## config.mk

```make
export PLATFORM = sky130hd
export DESIGN_NAME = fixed_block_free_list_allocator
export DESIGN_NICKNAME = d
export VERILOG_FILES = /design/src/fbfl_pkg.sv /design/src/fixed_block_free_list_allocator.sv /design/src/fbfl_ram.sv /design/src/fbfl_mul.sv
export SDC_FILE = /design/constraint.sdc
export NUM_CORES = 1
export LEC_CHECK = 0
export BUFFER_PORTS_ARGS = -buffer_cell sky130_fd_sc_hd__buf_2
export CAP_MARGIN = 10
export CELL_PAD_IN_SITES_DETAIL_PLACEMENT = 1
export CELL_PAD_IN_SITES_GLOBAL_PLACEMENT = 2
export CORE_AREA = 4 4 226 316
export CTS_BUF_LIST = sky130_fd_sc_hd__clkbuf_8
export DETAILED_ROUTE_END_ITERATION = 7
export DIE_AREA = 0 0 230 320
export HOLD_SLACK_MARGIN = 0.08
export PLACE_DENSITY = 0.63
export RECOVER_POWER = 100
export SLEW_MARGIN = 40
export SYNTH_ARGS = -nofsm -noshare
export SYNTH_HDL_FRONTEND = slang
export SYNTH_SLANG_ARGS = --single-unit
```

## constraint.sdc

```tcl
create_clock -name i_clk -period 7 [get_ports i_clk]
set_clock_uncertainty 0.15 [all_clocks]
set_input_delay 0.7 -clock i_clk [delete_from_list [all_inputs] [get_ports i_clk]]
set_output_delay 0.7 -clock i_clk [all_outputs]
set_load 0.03 [all_outputs]
```

## src/fbfl_pkg.sv

```systemverilog
// Shared constants for the fixed block free list allocator.
package fbfl_pkg;

    // Operation codes of an input transaction.
    localparam logic OP_ALLOC = 1'b0;
    localparam logic OP_FREE  = 1'b1;

    // Status codes of a result transaction.
    localparam logic [1:0] STAT_OK       = 2'd0;
    localparam logic [1:0] STAT_EMPTY    = 2'd1;
    localparam logic [1:0] STAT_BAD_FREE = 2'd2;

    // Block size register: width, upper bound and log2 of the upper bound.
    localparam int unsigned BB_W     = 13;
    localparam int unsigned BB_SHIFT = 12;
    localparam logic [BB_W-1:0] BB_RESET = 13'd8;
    localparam logic [BB_W-1:0] BB_MAX   = 13'd4096;

endpackage

```

## src/fixed_block_free_list_allocator.sv

```systemverilog
// Fixed block free list allocator: top level with sequencer, link memory and multiplier.
// Free and rejected requests: result valid in the cycle after the input transaction.
// Allocate: result valid after the bit-serial offset multiply has finished.
// One transaction at a time, ready the cycle after the result is taken.
// Sync active-low reset, then a link pass over every entry; config taken during it, requests not.
module fixed_block_free_list_allocator
    import fbfl_pkg::*;
#(
    parameter int unsigned BLOCKS = 64
) (
    input  logic                              i_clk,
    input  logic                              i_rst_n,
    input  logic                              i_cfg_we,
    input  logic [BB_W-1:0]                   i_cfg_wdata,
    input  logic                              i_in_valid,
    output logic                              o_in_ready,
    input  logic                              i_operation,
    input  logic [$clog2(BLOCKS)-1:0]         i_freed_index,
    output logic                              o_out_valid,
    input  logic                              i_out_ready,
    output logic [1:0]                        o_status,
    output logic [$clog2(BLOCKS)-1:0]         o_granted_index,
    output logic [$clog2(BLOCKS)+BB_SHIFT-1:0] o_byte_offset,
    output logic [$clog2(BLOCKS+1)-1:0]       o_blocks_in_use
);

    localparam int unsigned IDX_W  = $clog2(BLOCKS);
    localparam int unsigned LINK_W = $clog2(BLOCKS + 1);
    localparam int unsigned CNT_W  = $clog2(BLOCKS + 1);
    localparam int unsigned OFS_W  = IDX_W + BB_SHIFT;
    localparam int unsigned PROD_W = IDX_W + BB_W;
    localparam logic [LINK_W-1:0] LINK_END  = LINK_W'(BLOCKS);
    localparam logic [CNT_W-1:0]  CNT_FULL  = CNT_W'(BLOCKS);
    localparam logic [IDX_W-1:0]  LAST_ADDR = IDX_W'(BLOCKS - 1);

    // Sequencer states.
    localparam logic [1:0] S_INIT  = 2'd0;
    localparam logic [1:0] S_IDLE  = 2'd1;
    localparam logic [1:0] S_ALLOC = 2'd2;

    logic [1:0]        r_state, n_state;
    logic [IDX_W-1:0]  r_init_addr, n_init_addr;
    logic [IDX_W-1:0]  r_head, n_head;
    logic              r_head_vld, n_head_vld;
    logic [CNT_W-1:0]  r_count, n_count;
    logic [BB_W-1:0]   r_block_bytes;
    logic              r_out_vld, n_out_vld;
    logic [1:0]        r_status, n_status;
    logic [IDX_W-1:0]  r_grant, n_grant;
    logic [OFS_W-1:0]  r_offset, n_offset;
    logic [CNT_W-1:0]  r_out_count, n_out_count;

    logic              in_fire;
    logic              bad_free;
    logic [CNT_W-1:0]  count_inc;
    logic [BB_W-1:0]   bb_sat;
    logic              mem_we;
    logic [IDX_W-1:0]  mem_waddr;
    logic [LINK_W-1:0] mem_wdata;
    logic              mem_re;
    logic [LINK_W-1:0] link;
    logic              mul_start;
    logic              mul_done;
    logic [PROD_W-1:0] mul_product;

    assign o_in_ready = (r_state == S_IDLE) && !r_out_vld;
    assign in_fire    = i_in_valid && o_in_ready;
    assign bad_free   = (32'(i_freed_index) >= BLOCKS) || (r_count == '0);
    assign count_inc  = r_count + CNT_W'(1);
    assign bb_sat     = (r_block_bytes > BB_MAX) ? BB_MAX : r_block_bytes;

    // Link memory: one entry per block, holding the next free block or the end mark.
    fbfl_ram #(
        .WIDTH (LINK_W),
        .DEPTH (BLOCKS)
    ) u_link_ram (
        .i_clk   (i_clk),
        .i_we    (mem_we),
        .i_waddr (mem_waddr),
        .i_wdata (mem_wdata),
        .i_re    (mem_re),
        .i_raddr (r_head),
        .o_rdata (link)
    );

    // Byte offset of the granted block.
    fbfl_mul #(
        .IDX_W  (IDX_W),
        .PROD_W (PROD_W)
    ) u_mul (
        .i_clk     (i_clk),
        .i_rst_n   (i_rst_n),
        .i_start   (mul_start),
        .i_mcand   (bb_sat),
        .i_mplier  (r_head),
        .o_done    (mul_done),
        .o_product (mul_product)
    );

    // Sequencer and free list update.
    always_comb begin
        n_state     = r_state;
        n_init_addr = r_init_addr;
        n_head      = r_head;
        n_head_vld  = r_head_vld;
        n_count     = r_count;
        n_out_vld   = r_out_vld && !i_out_ready;
        n_status    = r_status;
        n_grant     = r_grant;
        n_offset    = r_offset;
        n_out_count = r_out_count;
        mem_we      = 1'b0;
        mem_waddr   = r_init_addr;
        mem_wdata   = LINK_W'(r_init_addr) + LINK_W'(1);
        mem_re      = 1'b0;
        mul_start   = 1'b0;

        unique case (r_state)
            S_INIT: begin
                mem_we      = 1'b1;
                n_init_addr = r_init_addr + IDX_W'(1);
                if (r_init_addr == LAST_ADDR) begin
                    n_state = S_IDLE;
                end
            end
            S_IDLE: begin
                if (in_fire) begin
                    n_grant  = '0;
                    n_offset = '0;
                    if (i_operation == OP_ALLOC) begin
                        if (r_head_vld) begin
                            mem_re    = 1'b1;
                            mul_start = 1'b1;
                            n_state   = S_ALLOC;
                        end else begin
                            n_out_vld   = 1'b1;
                            n_status    = STAT_EMPTY;
                            n_out_count = r_count;
                        end
                    end else if (bad_free) begin
                        n_out_vld   = 1'b1;
                        n_status    = STAT_BAD_FREE;
                        n_out_count = r_count;
                    end else begin
                        // Push the freed block in front of the old head.
                        mem_we      = 1'b1;
                        mem_waddr   = i_freed_index;
                        mem_wdata   = r_head_vld ? LINK_W'(r_head) : LINK_END;
                        n_head      = i_freed_index;
                        n_head_vld  = 1'b1;
                        n_count     = r_count - CNT_W'(1);
                        n_out_vld   = 1'b1;
                        n_status    = STAT_OK;
                        n_out_count = r_count - CNT_W'(1);
                    end
                end
            end
            S_ALLOC: begin
                if (mul_done) begin
                    // Pop the head; the link read has completed by now.
                    n_state     = S_IDLE;
                    n_out_vld   = 1'b1;
                    n_status    = STAT_OK;
                    n_grant     = r_head;
                    n_offset    = mul_product[OFS_W-1:0];
                    n_out_count = count_inc;
                    n_count     = count_inc;
                    if (count_inc < CNT_FULL) begin
                        n_head     = link[IDX_W-1:0];
                        n_head_vld = link < LINK_END;
                    end else begin
                        n_head_vld = 1'b0;
                    end
                end
            end
            default: begin
                n_state = S_INIT;
            end
        endcase
    end

    // Control registers.
    always_ff @(posedge i_clk) begin
        if (!i_rst_n) begin
            r_state       <= S_INIT;
            r_init_addr   <= '0;
            r_head        <= '0;
            r_head_vld    <= 1'b1;
            r_count       <= '0;
            r_out_vld     <= 1'b0;
            r_block_bytes <= BB_RESET;
        end else begin
            r_state     <= n_state;
            r_init_addr <= n_init_addr;
            r_head      <= n_head;
            r_head_vld  <= n_head_vld;
            r_count     <= n_count;
            r_out_vld   <= n_out_vld;
            if (i_cfg_we) begin
                r_block_bytes <= i_cfg_wdata;
            end
        end
    end

    // Result payload registers.
    always_ff @(posedge i_clk) begin
        r_status    <= n_status;
        r_grant     <= n_grant;
        r_offset    <= n_offset;
        r_out_count <= n_out_count;
    end

    assign o_out_valid     = r_out_vld;
    assign o_status        = r_status;
    assign o_granted_index = r_grant;
    assign o_byte_offset   = r_offset;
    assign o_blocks_in_use = r_out_count;

endmodule

```

## src/fbfl_ram.sv

```systemverilog
// Generic single write port, single read port RAM with registered read data.
module fbfl_ram #(
    parameter int unsigned WIDTH = 8,
    parameter int unsigned DEPTH = 64
) (
    input  logic                     i_clk,
    input  logic                     i_we,
    input  logic [$clog2(DEPTH)-1:0] i_waddr,
    input  logic [WIDTH-1:0]         i_wdata,
    input  logic                     i_re,
    input  logic [$clog2(DEPTH)-1:0] i_raddr,
    output logic [WIDTH-1:0]         o_rdata
);

    logic [WIDTH-1:0] r_mem [DEPTH];
    logic [WIDTH-1:0] r_rdata;

    // Write port and registered read port.
    always_ff @(posedge i_clk) begin
        if (i_we) begin
            r_mem[i_waddr] <= i_wdata;
        end
        if (i_re) begin
            r_rdata <= r_mem[i_raddr];
        end
    end

    assign o_rdata = r_rdata;

endmodule

```

## src/fbfl_mul.sv

```systemverilog
// Iterative shift-add multiplier: one multiplier bit per cycle.
module fbfl_mul
    import fbfl_pkg::*;
#(
    parameter int unsigned IDX_W  = 6,
    parameter int unsigned PROD_W = 19
) (
    input  logic              i_clk,
    input  logic              i_rst_n,
    input  logic              i_start,
    input  logic [BB_W-1:0]   i_mcand,
    input  logic [IDX_W-1:0]  i_mplier,
    output logic              o_done,
    output logic [PROD_W-1:0] o_product
);

    localparam int unsigned CNT_W = $clog2(IDX_W + 1);
    localparam logic [CNT_W-1:0] STEPS = CNT_W'(IDX_W);

    logic              r_busy;
    logic              r_done;
    logic [CNT_W-1:0]  r_cnt;
    logic [PROD_W-1:0] r_acc;
    logic [PROD_W-1:0] r_mcand;
    logic [IDX_W-1:0]  r_mplier;

    // Step control: load on start, count down one bit per cycle.
    always_ff @(posedge i_clk) begin
        if (!i_rst_n) begin
            r_busy <= 1'b0;
            r_done <= 1'b0;
            r_cnt  <= '0;
        end else begin
            r_done <= 1'b0;
            if (i_start) begin
                r_busy <= 1'b1;
                r_cnt  <= STEPS;
            end else if (r_busy) begin
                r_cnt <= r_cnt - CNT_W'(1);
                if (r_cnt == CNT_W'(1)) begin
                    r_busy <= 1'b0;
                    r_done <= 1'b1;
                end
            end
        end
    end

    // Datapath: add the shifted multiplicand when the low multiplier bit is set.
    always_ff @(posedge i_clk) begin
        if (i_start) begin
            r_acc    <= '0;
            r_mcand  <= PROD_W'(i_mcand);
            r_mplier <= i_mplier;
        end else if (r_busy) begin
            if (r_mplier[0]) begin
                r_acc <= r_acc + r_mcand;
            end
            r_mcand  <= r_mcand << 1;
            r_mplier <= r_mplier >> 1;
        end
    end

    assign o_done    = r_done;
    assign o_product = r_acc;

endmodule

```

## Word level (Yosys, flattened, before mapping)

Memory sizes are Yosys's and may differ from the RTL's. A register that Yosys moved wholly into a read port is not among the register bits.
Index checks and enable logic that the tools add are counted.

| storage, ports and cells | value |
|---|---|
| memories | 1 |
| RAM bits | 448 |
| register bits | 118 |

| cells by class | value |
|---|---|
| multiplexer cells | 74 |
| equality and inequality tests | 13 |
| add/sub/neg operators | 6 |
| reduce and logical (&&, ||, !) cells | 18 |
| order comparisons | 3 |
| bitwise logic cells | 2 |

Memory list:

| memory | depth | bits a word | read ports | clocked after Yosys merged registers in | write ports | line | source |
|---|---|---|---|---|---|---|---|
| u_link_ram.r_mem | 64 | 7 | 1 | 1 | 1 | fbfl_ram.sv:15 | `logic [WIDTH-1:0] r_mem [DEPTH];` |

Operators with widths:

| operator | number |
|---|---|
| 2-to-1 mux 7 bit | 12 |
| 2-to-1 mux 6 bit | 13 |
| 2-to-1 mux 13 bit | 3 |
| 2-to-1 mux 18 bit | 2 |
| one-hot mux 18 bit (2 select lines) | 1 |
| one-hot mux 7 bit (2 select lines) | 2 |
| one-hot mux 6 bit (2 select lines) | 2 |
| 2-to-1 mux 1 bit | 22 |
| 2-to-1 mux 2 bit | 10 |
| adder 19 bit | 1 |
| less-than comparator 7 bit (second input constant) | 2 |
| != test 2 bit (second input constant) | 7 |
| greater-than comparator 13 bit (second input constant) | 1 |
| AND reduction 5 bit | 2 |
| AND reduction 4 bit | 2 |
| adder 6 x 1 -> 7 bit (second input constant) | 1 |
| adder 7 x 1 -> 7 bit (second input constant) | 1 |
| logical NOT 7 bit | 1 |
| subtractor 7 x 1 -> 7 bit (second input constant) | 1 |
| adder 6 x 1 -> 6 bit (second input constant) | 1 |
| == test 6 bit (second input constant) | 1 |
| 2-to-1 mux 3 bit | 2 |
| one-hot mux 1 bit (2 select lines) | 3 |
| one-hot mux 2 bit (3 select lines) | 1 |
| 17 further kinds | 22 |

## Depth between registers and ports, before layout

Gate-level depths: netlist (run 1).

| logic depth | value |
|---|---|
| depth in word-level cells | 7 |
| mapped depth | 10 |
| gate-level depth less buffers | 10 |

## Hierarchy

Synthesis (run 1) repeated with hierarchy kept, for this count alone.

| unflattened totals | value |
|---|---|
| cells, all modules | 1496 |
| area, all modules | 24258.3 µm² |

By module, submodules not included:

| module | area an instance (µm²) | instances | cells each | seq. area each (µm²) |
|---|---|---|---|---|
| fbfl_ram | 17648.2 | 1 | 808 | 13663.1 |
| fixed_block_free_list_allocator | 3723.6 | 1 | 390 | 1711.6 |
| fbfl_mul | 2886.5 | 1 | 298 | 1171.1 |

## Least setup slack after synthesis (run 1)

OpenSTA, ideal clock, no wires.

| path | value |
|---|---|
| path kind | flip-flop to flip-flop |
| start | register r_count[3] |
| end | memory u_link_ram.r_mem[0][5] (netlist bit) (data pin) |
| clock period less this slack | 4.859 ns |
| setup time | 0.702 ns |
| stages on the path, launching flop included | 7 |
| buffers on the path | 2 |
| arrival | 4.007 ns |
| slack | 2.141 ns |
| cells stage by stage | dfxtp_1 buf_2 or4_4 o21ai_4 nor2_4 clkbuf_1 o21ai_0 |

| between the ends | value |
|---|---|
| word-level cells in the longest chain between the ends | 5 |

RTL lines:

| what | line | source |
|---|---|---|
| from (decl) | fixed_block_free_list_allocator.sv:45 | `logic [CNT_W-1:0] r_count, n_count;` |
| from (signal assigned) | fixed_block_free_list_allocator.sv:197 | `r_count <= n_count;` |
| logical NOT 7 bit | fixed_block_free_list_allocator.sv:68 | `assign bad_free = (32'(i_freed_index) >= BLOCKS) \|\| (r_count == '0);` |
| 2-to-1 mux 7 bit | fixed_block_free_list_allocator.sv:140 | `end else if (bad_free) begin` |
| 2-to-1 mux 7 bit | fixed_block_free_list_allocator.sv:130 | `if (i_operation == OP_ALLOC) begin` |
| 2-to-1 mux 7 bit | fixed_block_free_list_allocator.sv:127 | `if (in_fire) begin` |
| 2-to-1 mux 7 bit | fixed_block_free_list_allocator.sv:118 | `unique case (r_state)` |
| named net mem_wdata[5] | fixed_block_free_list_allocator.sv:59 | `logic [LINK_W-1:0] mem_wdata;` |
| to (decl) | fbfl_ram.sv:15 |  |

The timed path passes the listed nets, and every way through them passes these cells.

## Final worst setup path (run 1)

| path | value |
|---|---|
| start | register r_count[0] |
| end | memory u_link_ram.r_mem[42][6] (netlist bit), enable pin |

| between the ends | value |
|---|---|
| word-level cells in the longest chain between the ends | 7 |
| elaborated cells between the ends (all ways) | 11 |

RTL lines:

| what | line | source |
|---|---|---|
| logical NOT 7 bit * | fixed_block_free_list_allocator.sv:68 |  |
| 2-to-1 mux 1 bit | fixed_block_free_list_allocator.sv:140 |  |
| 2-to-1 mux 1 bit | fixed_block_free_list_allocator.sv:130 |  |
| 2-to-1 mux 1 bit | fixed_block_free_list_allocator.sv:127 |  |
| one-hot mux 1 bit (2 select lines) | fixed_block_free_list_allocator.sv:118 |  |
| 2-to-1 mux 1 bit | fbfl_ram.sv:20 | `if (i_we) begin` |
| 2-to-1 mux 1 bit (implied by the code) | fbfl_ram.sv:21 | `r_mem[i_waddr] <= i_wdata;` |

Every way passes the cells marked *; elsewhere a longest branch is shown, timed or not.

==> impl_results.md, run 1 <==
* Outcome: complete, but fails checks
* Failing checks: capacitance limit, slew limit
* Share of cells above drive strength 1 at 19.79%
* ANT nets after route at 0
* Die Span Y at 320 µm
* H-tree depth at 3
* Most frequent cells in the layout: edfxtp_1 (507), mux4_2 (135), nand2_1 (101)
* Effective utilization at floorplan at 34.54%
* Post-synthesis net count at 1461
* Commonest non-fill, non-tap cell in the layout: edfxtp_1
* Final nets at 1568
* Cells after synthesis at 1408
* # rows at 114
* Die area at 73600 µm²
* Post-synth design cell area at 23750 µm²
* Ports at 60
* Peak VDD IR at 171.0 µV
* CTS buffer count at 88
* Total wire length at 59.94 mm
* Vias in the first global route at 14080
* Unrepaired setup endpoints after global routing: no
* Worst-path clk slew at 60 ps
* Met2 wire length at 32.33 mm
* Final hold viol count at 0
* Final Cycle Share at 73.14%
* Final TNS setup at 0 ps
* # setup viols final at 0
* Pwr Total at 8.552 mW
* Initial antenna violation count at 2
* Pins Over Slew Limit at 536
* DR DRC count at 0
* Top FF cell, synth: edfxtp_1
* Power per cell area at 319.8 nW/µm²
* Post-synth EDFFs at 507
* Post-Syn Area per Cell at 16.87 µm²
* Vias per cell at 5.052
* DR top layer: met4
* Core Area at 68750 µm²
* Met1 WL at 23.99 mm
* Sink Count at 571
* CP Data Arrival Time at 5230 ps
* Hold Path Class: in2reg
* First-pass GRT wire length at 91.41 mm
* Yosys warnings at 0
* Largest net degree at the start of global routing at 65
* Final HPWL DP at 39.00 mm
* Total track usage at 16.42%
* Area growth syn-to-layout at 12.60%
* CTS tree: done
* Least-Margin Pin Slew at 3257 ps
* Lkg Pwr at 8.578 nW
* Met3 wire length at 2.092 mm
* Max-cap violation count at 11
* Drt wl/cell at 23.85 µm
* Clock period minus worst slack at 5120 ps
* CP Capture Type: flip-flop
* Die width at 230 µm
* Via count at 12700
* Initial drt markers at 739
* Register bit total from synthesis at 571
* GR Overflow Total at 0
* Clk_lat worst skew at 690 ps
* Worst-path fanout max at 16
* # fillers at 6925
* Fmax at 195.3 MHz
* Max_slew headroom at -117.1%
* Postcts setup bufs at 0
* DR pass1 iterations at 5
* Max Buffers Root-to-Sink at 3
* FFs w/ async S/R, synth at 0%
* Crit path kind: reg2reg
* Worst Setup Start Kind: flip-flop
* Root Driver: clkbuf_8
* Post-synth cell types at 65
* Final GP Congestion at 0.7645
* Port bufs at 59
* Required time of the critical path at 7110 ps
* Sequential area share after synthesis at 69.50%
layer usage:
metal	vias to the layer above	track usage, %
li1	5746	-
met1	6637	19.78
met2	230	29.90
met3	83	2.584
met4	0	5.622
met5	-	0
logic make-up (layout without fill, tap and decap cells):
kind of cell,after synthesis,in the layout,share of synthesized area (%)
compound gates,152,152,4.236
xor+xnor,26,26,0.9589
fa+ha+maj,28,28,1.507
buf+inv,94,268,1.638
flops,571,571,69.50
mux,187,187,15.09
other cells,0,3,0
simple gates,350,350,7.070
cells in the mapped netlist (21+ instances only):
cell type / n / share of area [%]
a21oi_1: 41 / 0.86
nand3_1: 30 / 0.63
nor2_1: 99 / 1.6
o21ai_0: 38 / 0.80
nor2b_1: 31 / 0.82
nand2_1: 97 / 1.5
edfxtp_1: 507 / 64
dfxtp_1: 64 / 5.4
ha_1: 27 / 1.4
mux2i_1: 43 / 1.8
clkbuf_1: 47 / 0.74
mux4_2: 135 / 13
and2_1: 34 / 0.90
inv_1: 21 / 0.33
final timing paths:
check	from	endpoint	slack [ps]	cells past startpoint
setup reg to reg	r_count[0]$_SDFFE_PN0P_	u_link_ram.r_mem[42][6]$_DFFE_PP_	1880	9
hold reg to reg	u_mul.o_product[5]$_SDFFE_PP0P_	u_mul.o_product[5]$_SDFFE_PP0P_	330	2
hold / removal	i_cfg_wdata[11]	r_block_bytes[11]$_SDFFE_PN0P_	150	3
setup / recovery	r_count[0]$_SDFFE_PN0P_	u_link_ram.r_mem[42][6]$_DFFE_PP_	1880	9
sequential cells by signal, indices dropped and copies added, names as in the netlist, 3 cells and up:
| name | flops |
|---|---|
| u_mul.r_mcand | 18 |
| o_byte_offset | 18 |
| u_mul.r_mplier | 6 |
| u_link_ram.r_mem | 448 |
| r_count | 7 |
| r_head | 6 |
| u_mul.o_product | 18 |
| u_link_ram.o_rdata | 7 |
| o_blocks_in_use | 7 |
| o_granted_index | 6 |
| r_block_bytes | 13 |
| r_init_addr | 6 |
| u_mul.r_cnt | 3 |
report_power, final:
part	total (mW)	switching [mW]	internal, mW	leakage [nW]
clock network	2.63	1.32	1.31	0.890
registers	4.31	0.145	4.17	5.18
logic	1.61	1.08	0.527	2.51
through the flow:
| step | instances | setup WS [ps] | hold WS [ps] | area (µm²) | util [%] |
|---|---|---|---|---|---|
| finish | 2513 | 1880 | 154.5 | 26740 | 38.90 |
| global route | 2512 | 1379 | 122.1 | 26740 | 38.89 |
| CTS | 2510 | 3014 | 80.91 | 26920 | 39.15 |
| detailed placement | 2345 | 3002 | 321.3 | 25210 | 36.67 |
| global placement | 2343 | 3081 | 311.6 | 25150 | 36.58 |
| floorplan | 1408 | 2141 | 286.3 | 23750 | - |
cell type report:
| type | count | area [µm²] | share of cell area, % |
|---|---|---|---|
| Sequential cell | 571 | 16510 | 61.76 |
| Multi-Input combinational cell | 743 | 6860 | 25.65 |
| Clock buffer | 89 | 1225 | 4.581 |
| Tap cell | 928 | 1161 | 4.342 |
| Timing Repair Buffer | 89 | 490.5 | 1.834 |
| Clock inverter | 68 | 400.4 | 1.497 |
| Inverter | 22 | 82.58 | 0.3088 |
| Antenna cell | 3 | 7.507 | 0.02807 |
critical path: stages, from the launching register on:
cell	delay [ps]
dfxtp_1	400
inv_1	110
ha_1	220
nand2b_1	100
o21ai_0	240
nor2_1	1230
mux2i_1	480
a21boi_0	310
nand2_1	270
nor3b_1	1160
what timing repair did:
| item | in CTS | in global routing |
|---|---|---|
| gates resized for setup | 0 | 0 |
| hold buffers | 8 | 0 |
| endpoints found under the hold margin | 8 | 0 |
No activity file was read; power rests on OpenSTA's default activity.
==> run 2, diff against run 1 <==
==> constraint.sdc (replaced) <==
create_clock -name i_clk -period 4.9 [get_ports i_clk]
set_clock_uncertainty 0.15 [all_clocks]
set_input_delay 0.49 -clock i_clk [delete_from_list [all_inputs] [get_ports i_clk]]
set_output_delay 0.49 -clock i_clk [all_outputs]
set_load 0.03 [all_outputs]
==> run 2 against run 1 <==
Net effect: the run still ends with capacitance limit, slew limit left; sequential share of layout area down 0.95 points; non-clock buffer count up 18; routed wire length fell by 0.42%; die area did not move; power grew 49%.
==> impl_results.md, run 2 (synthesized netlist as in run 1, its figures left out) <==
* Root Driver: clkbuf_8
* Flip-flop and latch area at 16510 µm²
* Delay-heaviest family, CP: simple AND/OR/NAND/NOR gates
* DR top layer: met5
* Failing checks: capacitance limit, slew limit
* Die area at 73600 µm²
* Footprint of the multi-input gates at 6842 µm²
* Hold Worst Slack at 161.3 ps
* Largest net degree at the start of global routing at 65
* # rows at 114
* Max-cap violation count at 8
* Port bufs at 59
* Required time of the critical path at 5050 ps
* Initial antenna violation count at 3
* Lkg Pwr at 8.765 nW
* Outcome: complete, but fails checks
* Die Span Y at 320 µm
* Commonest non-fill, non-tap cell in the layout: edfxtp_1
* Vias per cell at 5.009
* Fmax at 234.0 MHz
* Post-layout util at 39.50%
* Drt wl/cell at 23.52 µm
* Share of cells above drive strength 1 at 20.21%
* First-pass GRT wire length at 89.86 mm
* Critical-path top delay cell: nor3_1
* Placed cell count at 2352
* # setup viols final at 0
* Power per cell area at 469.8 nW/µm²
* # fillers at 6908
* Final nets at 1587
* CP Capture Type: flip-flop
* Initial drt markers at 723
* Worst Setup Start Kind: flip-flop
* CTS tree: done
* Clock period minus worst slack at 4274 ps
* Core Area at 68750 µm²
* H-tree depth at 3
* CP Data Arrival Time at 4420 ps
* Max Buffers Root-to-Sink at 3
* Effective utilization at floorplan at 34.54%
* Total wire length at 59.69 mm
* Peak VDD IR at 258.5 µV
* Final GP Congestion at 0.7754
* Sink Count at 571
* Total track usage at 16.30%
* Final Cycle Share at 87.23%
* Most frequent cells in the layout: edfxtp_1 (507), mux4_2 (135), nand2_1 (102)
* CP max stage delay at 870 ps
* Worst-path fanout max at 16
* Final TNS setup at 0 ps
* GR Overflow Total at 0
* Met1 WL at 24.53 mm
* Vias in the first global route at 13760
* Unrepaired setup endpoints after global routing: no
* ANT nets after route at 0
* CTS buffer count at 89
* Final HPWL DP at 39.54 mm
* Die width at 230 µm
* Non-Filler Instances at 2538
* Worst-path clk slew at 70 ps
* Via count at 12710
* Ports at 60
* Final hold viol count at 0
* Met3 wire length at 2.163 mm
* Least-Margin Pin Slew at 2498 ps
* Pins Over Slew Limit at 373
* Worst Path Buf+Inv at 0
* Max reg flops at 448
* Area growth syn-to-layout at 14.35%
* CP cell instances: or4_1, o21ai_0, nor2_4, mux2i_1, a21boi_2, nand2_1, nor3_1
* Max_slew headroom at -66.53%
* DR pass1 iterations at 6
* Met2 wire length at 31.87 mm
* DR DRC count at 0
* Hold Path Class: in2reg
* Crit path kind: reg2reg
* Clk_lat worst skew at 710 ps
* Most flops, register: u_link_ram.r_mem
run 2: cell count changes in the layout (fill, tap and decap cells not counted), moves of 3 or more:
cell,before,now
and2_1,14,7
clkbuf_8,89,93
bufinv_16,3,10
inv_1,40,37
dlygate4sd3_1,8,19
o21ai_4,3,0
buf_4,6,9
and2_0,19,26
clkinv_2,15,11
run 2: worst reg2reg max path, stage by stage (launching register included):
cell and delay [ps]:
dfxtp_1 380, or4_1 620, o21ai_0 680, nor2_4 230, mux2i_1 420, a21boi_2 250
nand2_1 260, nor3_1 870
run 2: path summary, 6_finish.rpt:
| path | cells after the start | to | slack [ps] | startpoint |
|---|---|---|---|---|
| setup / recovery | 7 | u_link_ram.r_mem[40][1]$_DFFE_PP_ | 630 | r_count[2]$_SDFFE_PN0P_ |
| hold / removal | 3 | r_block_bytes[3]$_SDFFE_PN1P_ | 160 | i_cfg_we |
| setup reg to reg | 7 | u_link_ram.r_mem[40][1]$_DFFE_PP_ | 630 | r_count[2]$_SDFFE_PN0P_ |
| hold reg to reg | 1 | u_mul.o_done$_SDFF_PP0_ | 330 | u_mul.r_cnt[2]$_SDFFE_PN0P_ |
run 2: stage by stage:
step | setup WS, ps | total power, mW | cell area (µm²)
floorplan | 40.97 | 7.741 | 23750
finish | 625.9 | 12.76 | 27160
detailed placement | 753.3 | 8.682 | 25330
global placement | 911.4 | 8.589 | 25220
CTS | 731.8 | 13.04 | 27410
global route | 268.7 | 13.43 | 27150
run 2: area by class of cell:
cell class / instances / area share [%]
Clock inverter: 72 / 2.271
Clock buffer: 93 / 4.713
Sequential cell: 571 / 60.81
Tap cell: 928 / 4.275
Multi-Input combinational cell: 743 / 25.19
Inverter: 22 / 0.3041
Timing Repair Buffer: 107 / 2.419
Antenna cell: 2 / 0.01843
run 2: what timing repair did:
action / in CTS / in global routing
endpoints found under the setup margin: 0 / 0
hold endpoints to repair: 18 / 2
hold buffers: 18 / 1
setup buffers: 0 / 0
gates resized for setup: 0 / 0
run 2: metal layers:
metal	vias to the layer above	global-route usage (%)
met5	-	0
li1	5776	-
met3	71	2.798
met4	2	4.775
met2	238	29.50
met1	6626	20.01
run 2: where the power goes:
group	internal, mW	total [mW]	switching [mW]
clock network	2.32	4.29	1.96
logic	0.760	2.33	1.57
registers	5.93	6.14	0.210
total	9.02	12.8	3.74
==> run 3, diff against run 2 <==
--- a/config.mk
+++ b/config.mk
@@ -9,14 +9,15 @@
 export CAP_MARGIN = 10
 export CELL_PAD_IN_SITES_DETAIL_PLACEMENT = 1
 export CELL_PAD_IN_SITES_GLOBAL_PLACEMENT = 2
-export CORE_AREA = 4 4 226 316
+export CORE_AREA = 4 4 211 296
 export CTS_BUF_LIST = sky130_fd_sc_hd__clkbuf_8
 export DETAILED_ROUTE_END_ITERATION = 7
-export DIE_AREA = 0 0 230 320
+export DIE_AREA = 0 0 215 300
 export HOLD_SLACK_MARGIN = 0.08
-export PLACE_DENSITY = 0.63
+export PLACE_DENSITY = 0.7
 export RECOVER_POWER = 100
 export SLEW_MARGIN = 40
 export SYNTH_ARGS = -nofsm -noshare
 export SYNTH_HDL_FRONTEND = slang
 export SYNTH_SLANG_ARGS = --single-unit
+export TNS_END_PERCENT = 5
==> run 3 against run 2 <==
Net effect: the flow still finishes with violations (capacitance limit, slew limit); global-route usage up 2.4 points; design area down 1.3%; worst hold slack worse by 33 ps; die area down 12%; combinational power down 3%; sequential cell count unchanged; first-iteration DRC count up 27%; power down 2.0%; sequential power about the same; core utilization up 5.5 points; routed wire length up 0.27%; critical path depth unchanged; critical endpoint is now u_link_ram.r_mem[44][3]$_DFFE_PP_.
==> impl_results.md, run 3 (synthesized netlist as in run 1, its figures left out) <==
* Die area at 64500 µm²
* CTS buffer count at 88
* Max-cap violation count at 3
* Required time of the critical path at 5030 ps
* Most frequent cells in the layout: edfxtp_1 (507), mux4_2 (135), nand2_1 (100)
* Crit path kind: reg2reg
* Share of cells above drive strength 1 at 20.24%
* Core Area at 59550 µm²
* Worst-path clk slew at 70 ps
* Met1 usage at 22.51%
* Final nets at 1591
* CP max stage delay at 890 ps
* CP Data Arrival Time at 4390 ps
* H-tree depth at 3
* Grt peak-use layer: met2
* CP Capture Type: flip-flop
* # setup viols final at 0
* Failing checks: capacitance limit, slew limit
* Root Driver: clkbuf_8
* Die Span Y at 300 µm
* Die width at 215 µm
* Delay-heaviest family, CP: simple AND/OR/NAND/NOR gates
* Total track usage at 18.70%
* Power share of the sequential group at 49.1%
* Switch share at 29.29%
* Initial drt markers at 916
* Unrepaired setup endpoints after global routing: no
* Postcts setup bufs at 0
* CTS tree: done
* Least-Margin Pin Slew at 2361 ps
* Worst Path Buf+Inv at 0
* Sink Count at 571
* Pins Over Slew Limit at 118
* Lkg Pwr at 8.788 nW
* # fillers at 5793
* GR Util met2 at 33.37%
* Final hold viol count at 0
* Peak VDD IR at 247.2 µV
* Total wire length at 59.85 mm
* GRT met3 Usage at 3.407%
* Clock period minus worst slack at 4268 ps
* Outcome: complete, but fails checks
* Final GP Congestion at 0.7926
* Vias in the first global route at 14080
* CP startpoint: r_count[3]$_SDFFE_PN0P_
* Max reg flops at 448
* Ports at 60
* Largest net degree at the start of global routing at 65
* Clk_lat worst skew at 700 ps
* Final Cycle Share at 87.10%
* Drt wl/cell at 25.27 µm
* DR DRC count at 0
* CP cell instances: or4_1, o21ai_0, nor2_4, mux2i_1, a21boi_0, nand2_1, nor3_1
* Via count at 12920
* Effective utilization at floorplan at 39.88%
* # rows at 106
* ANT nets after route at 0
* Hold Path Class: in2reg
* Commonest non-fill, non-tap cell in the layout: edfxtp_1
* Final TNS setup at 0 ps
* Worst Setup Start Kind: flip-flop
* Worst-path fanout max at 16
* Post-layout util at 45.02%
* Max_slew headroom at -57.39%
* Port bufs at 59
* First-pass GRT wire length at 90.38 mm
* Power per cell area at 466.6 nW/µm²
* Final HPWL DP at 40.35 mm
* Comb power frac at 18.1%
* Psw at 3.664 mW
* Area growth syn-to-layout at 12.88%
* Vias per cell at 5.458
* Critical R2R Launch: r_count[3]$_SDFFE_PN0P_
* HP Start: i_freed_index[4]
* Initial antenna violation count at 4
* DR pass1 iterations at 5
* Max Buffers Root-to-Sink at 3
* Clock group share of total power at 32.7%
* Critical-path top delay cell: nor3_1
* Fmax at 234.3 MHz
* Cell Int Power at 8.844 mW
* Most flops, register: u_link_ram.r_mem
* GR Overflow Total at 0
* CTS resizes at 0
## run 3: cell types whose count changed in the layout (fill, tap and decap cells not counted), sizes merged
cell         change
buf              +4
clkinvlp         -2
clkbuf           +3
clkinv           -7
diode            -1
bufinv           -3
inv             +10
dlygate4sd3      -2
## run 3: final timing paths
path / to / slack (ps) / cells after the start
setup / recovery: u_link_ram.r_mem[44][3]$_DFFE_PP_ / 630 / 7
hold / removal: r_head[4]$_SDFFE_PN0P_ / 130 / 4
setup reg to reg: u_link_ram.r_mem[44][3]$_DFFE_PP_ / 630 / 7
hold reg to reg: u_mul.o_done$_SDFF_PP0_ / 330 / 1
## run 3: timing repair
| action | 4_1_cts | 5_1_grt |
|---|---|---|
| endpoints found under the hold margin | 17 | 0 |
| endpoints found under the setup margin | 0 | 0 |
| hold buffers | 17 | 0 |
## run 3: routing by layer
| metal | vias to the layer above | part of all wire, % |
|---|---|---|
| li1 | 5785 | - |
| met1 | 6689 | 39 |
| met2 | 329 | 53 |
| met3 | 117 | 4.7 |
| met4 | 4 | 3.5 |
| met5 | - | 0.037 |
## run 3: layout make-up
cell class | instances | area, µm² | share of cell area [%]
tap | 756 | 945.9 | 3.528
multi-input combinational | 743 | 6822 | 25.45
timing repair buffer | 112 | 635.6 | 2.371
clock buffer | 93 | 1280 | 4.775
sequential | 571 | 16510 | 61.59
antenna | 1 | 2.502 | 0.009334
inverter | 22 | 82.58 | 0.3080
clock inverter | 70 | 528.0 | 1.970
## run 3: stage by stage
step           setup slack (ps)  hold slack, ps  instance area (µm²)  cells  total power [mW]
6_report                  632.1           128.6                26810   2368             12.51
2_1_floorplan             40.97           286.3                23750   1408             7.741
3_5_place_dp               1010           323.3                25130   2186             8.595
4_1_cts                   991.1           86.15                27110   2366             12.74
3_3_place_gp               1116           312.5                25010   2181             8.521
5_1_grt                   347.3           106.3                26810   2368             13.14
## run 3: worst reg2reg max path, cell delays in order (launching register included)
cell and delay, ps:
dfxtp_1 400, or4_1 600, o21ai_0 650, nor2_4 210
mux2i_1 410, a21boi_0 300, nand2_1 250, nor3_1 890
## run 3: power by group through the flow
| stage | Sequential, mW | Clock, mW | Combinational [mW] |
|---|---|---|---|
| floorplan | 6.26 | 0 | 1.48 |
| finish | 6.15 | 4.09 | 2.27 |
| global placement | 6.22 | 0 | 2.30 |
| CTS | 6.13 | 4.23 | 2.37 |
| global route | 6.18 | 4.46 | 2.50 |
| detailed placement | 6.24 | 0 | 2.36 |
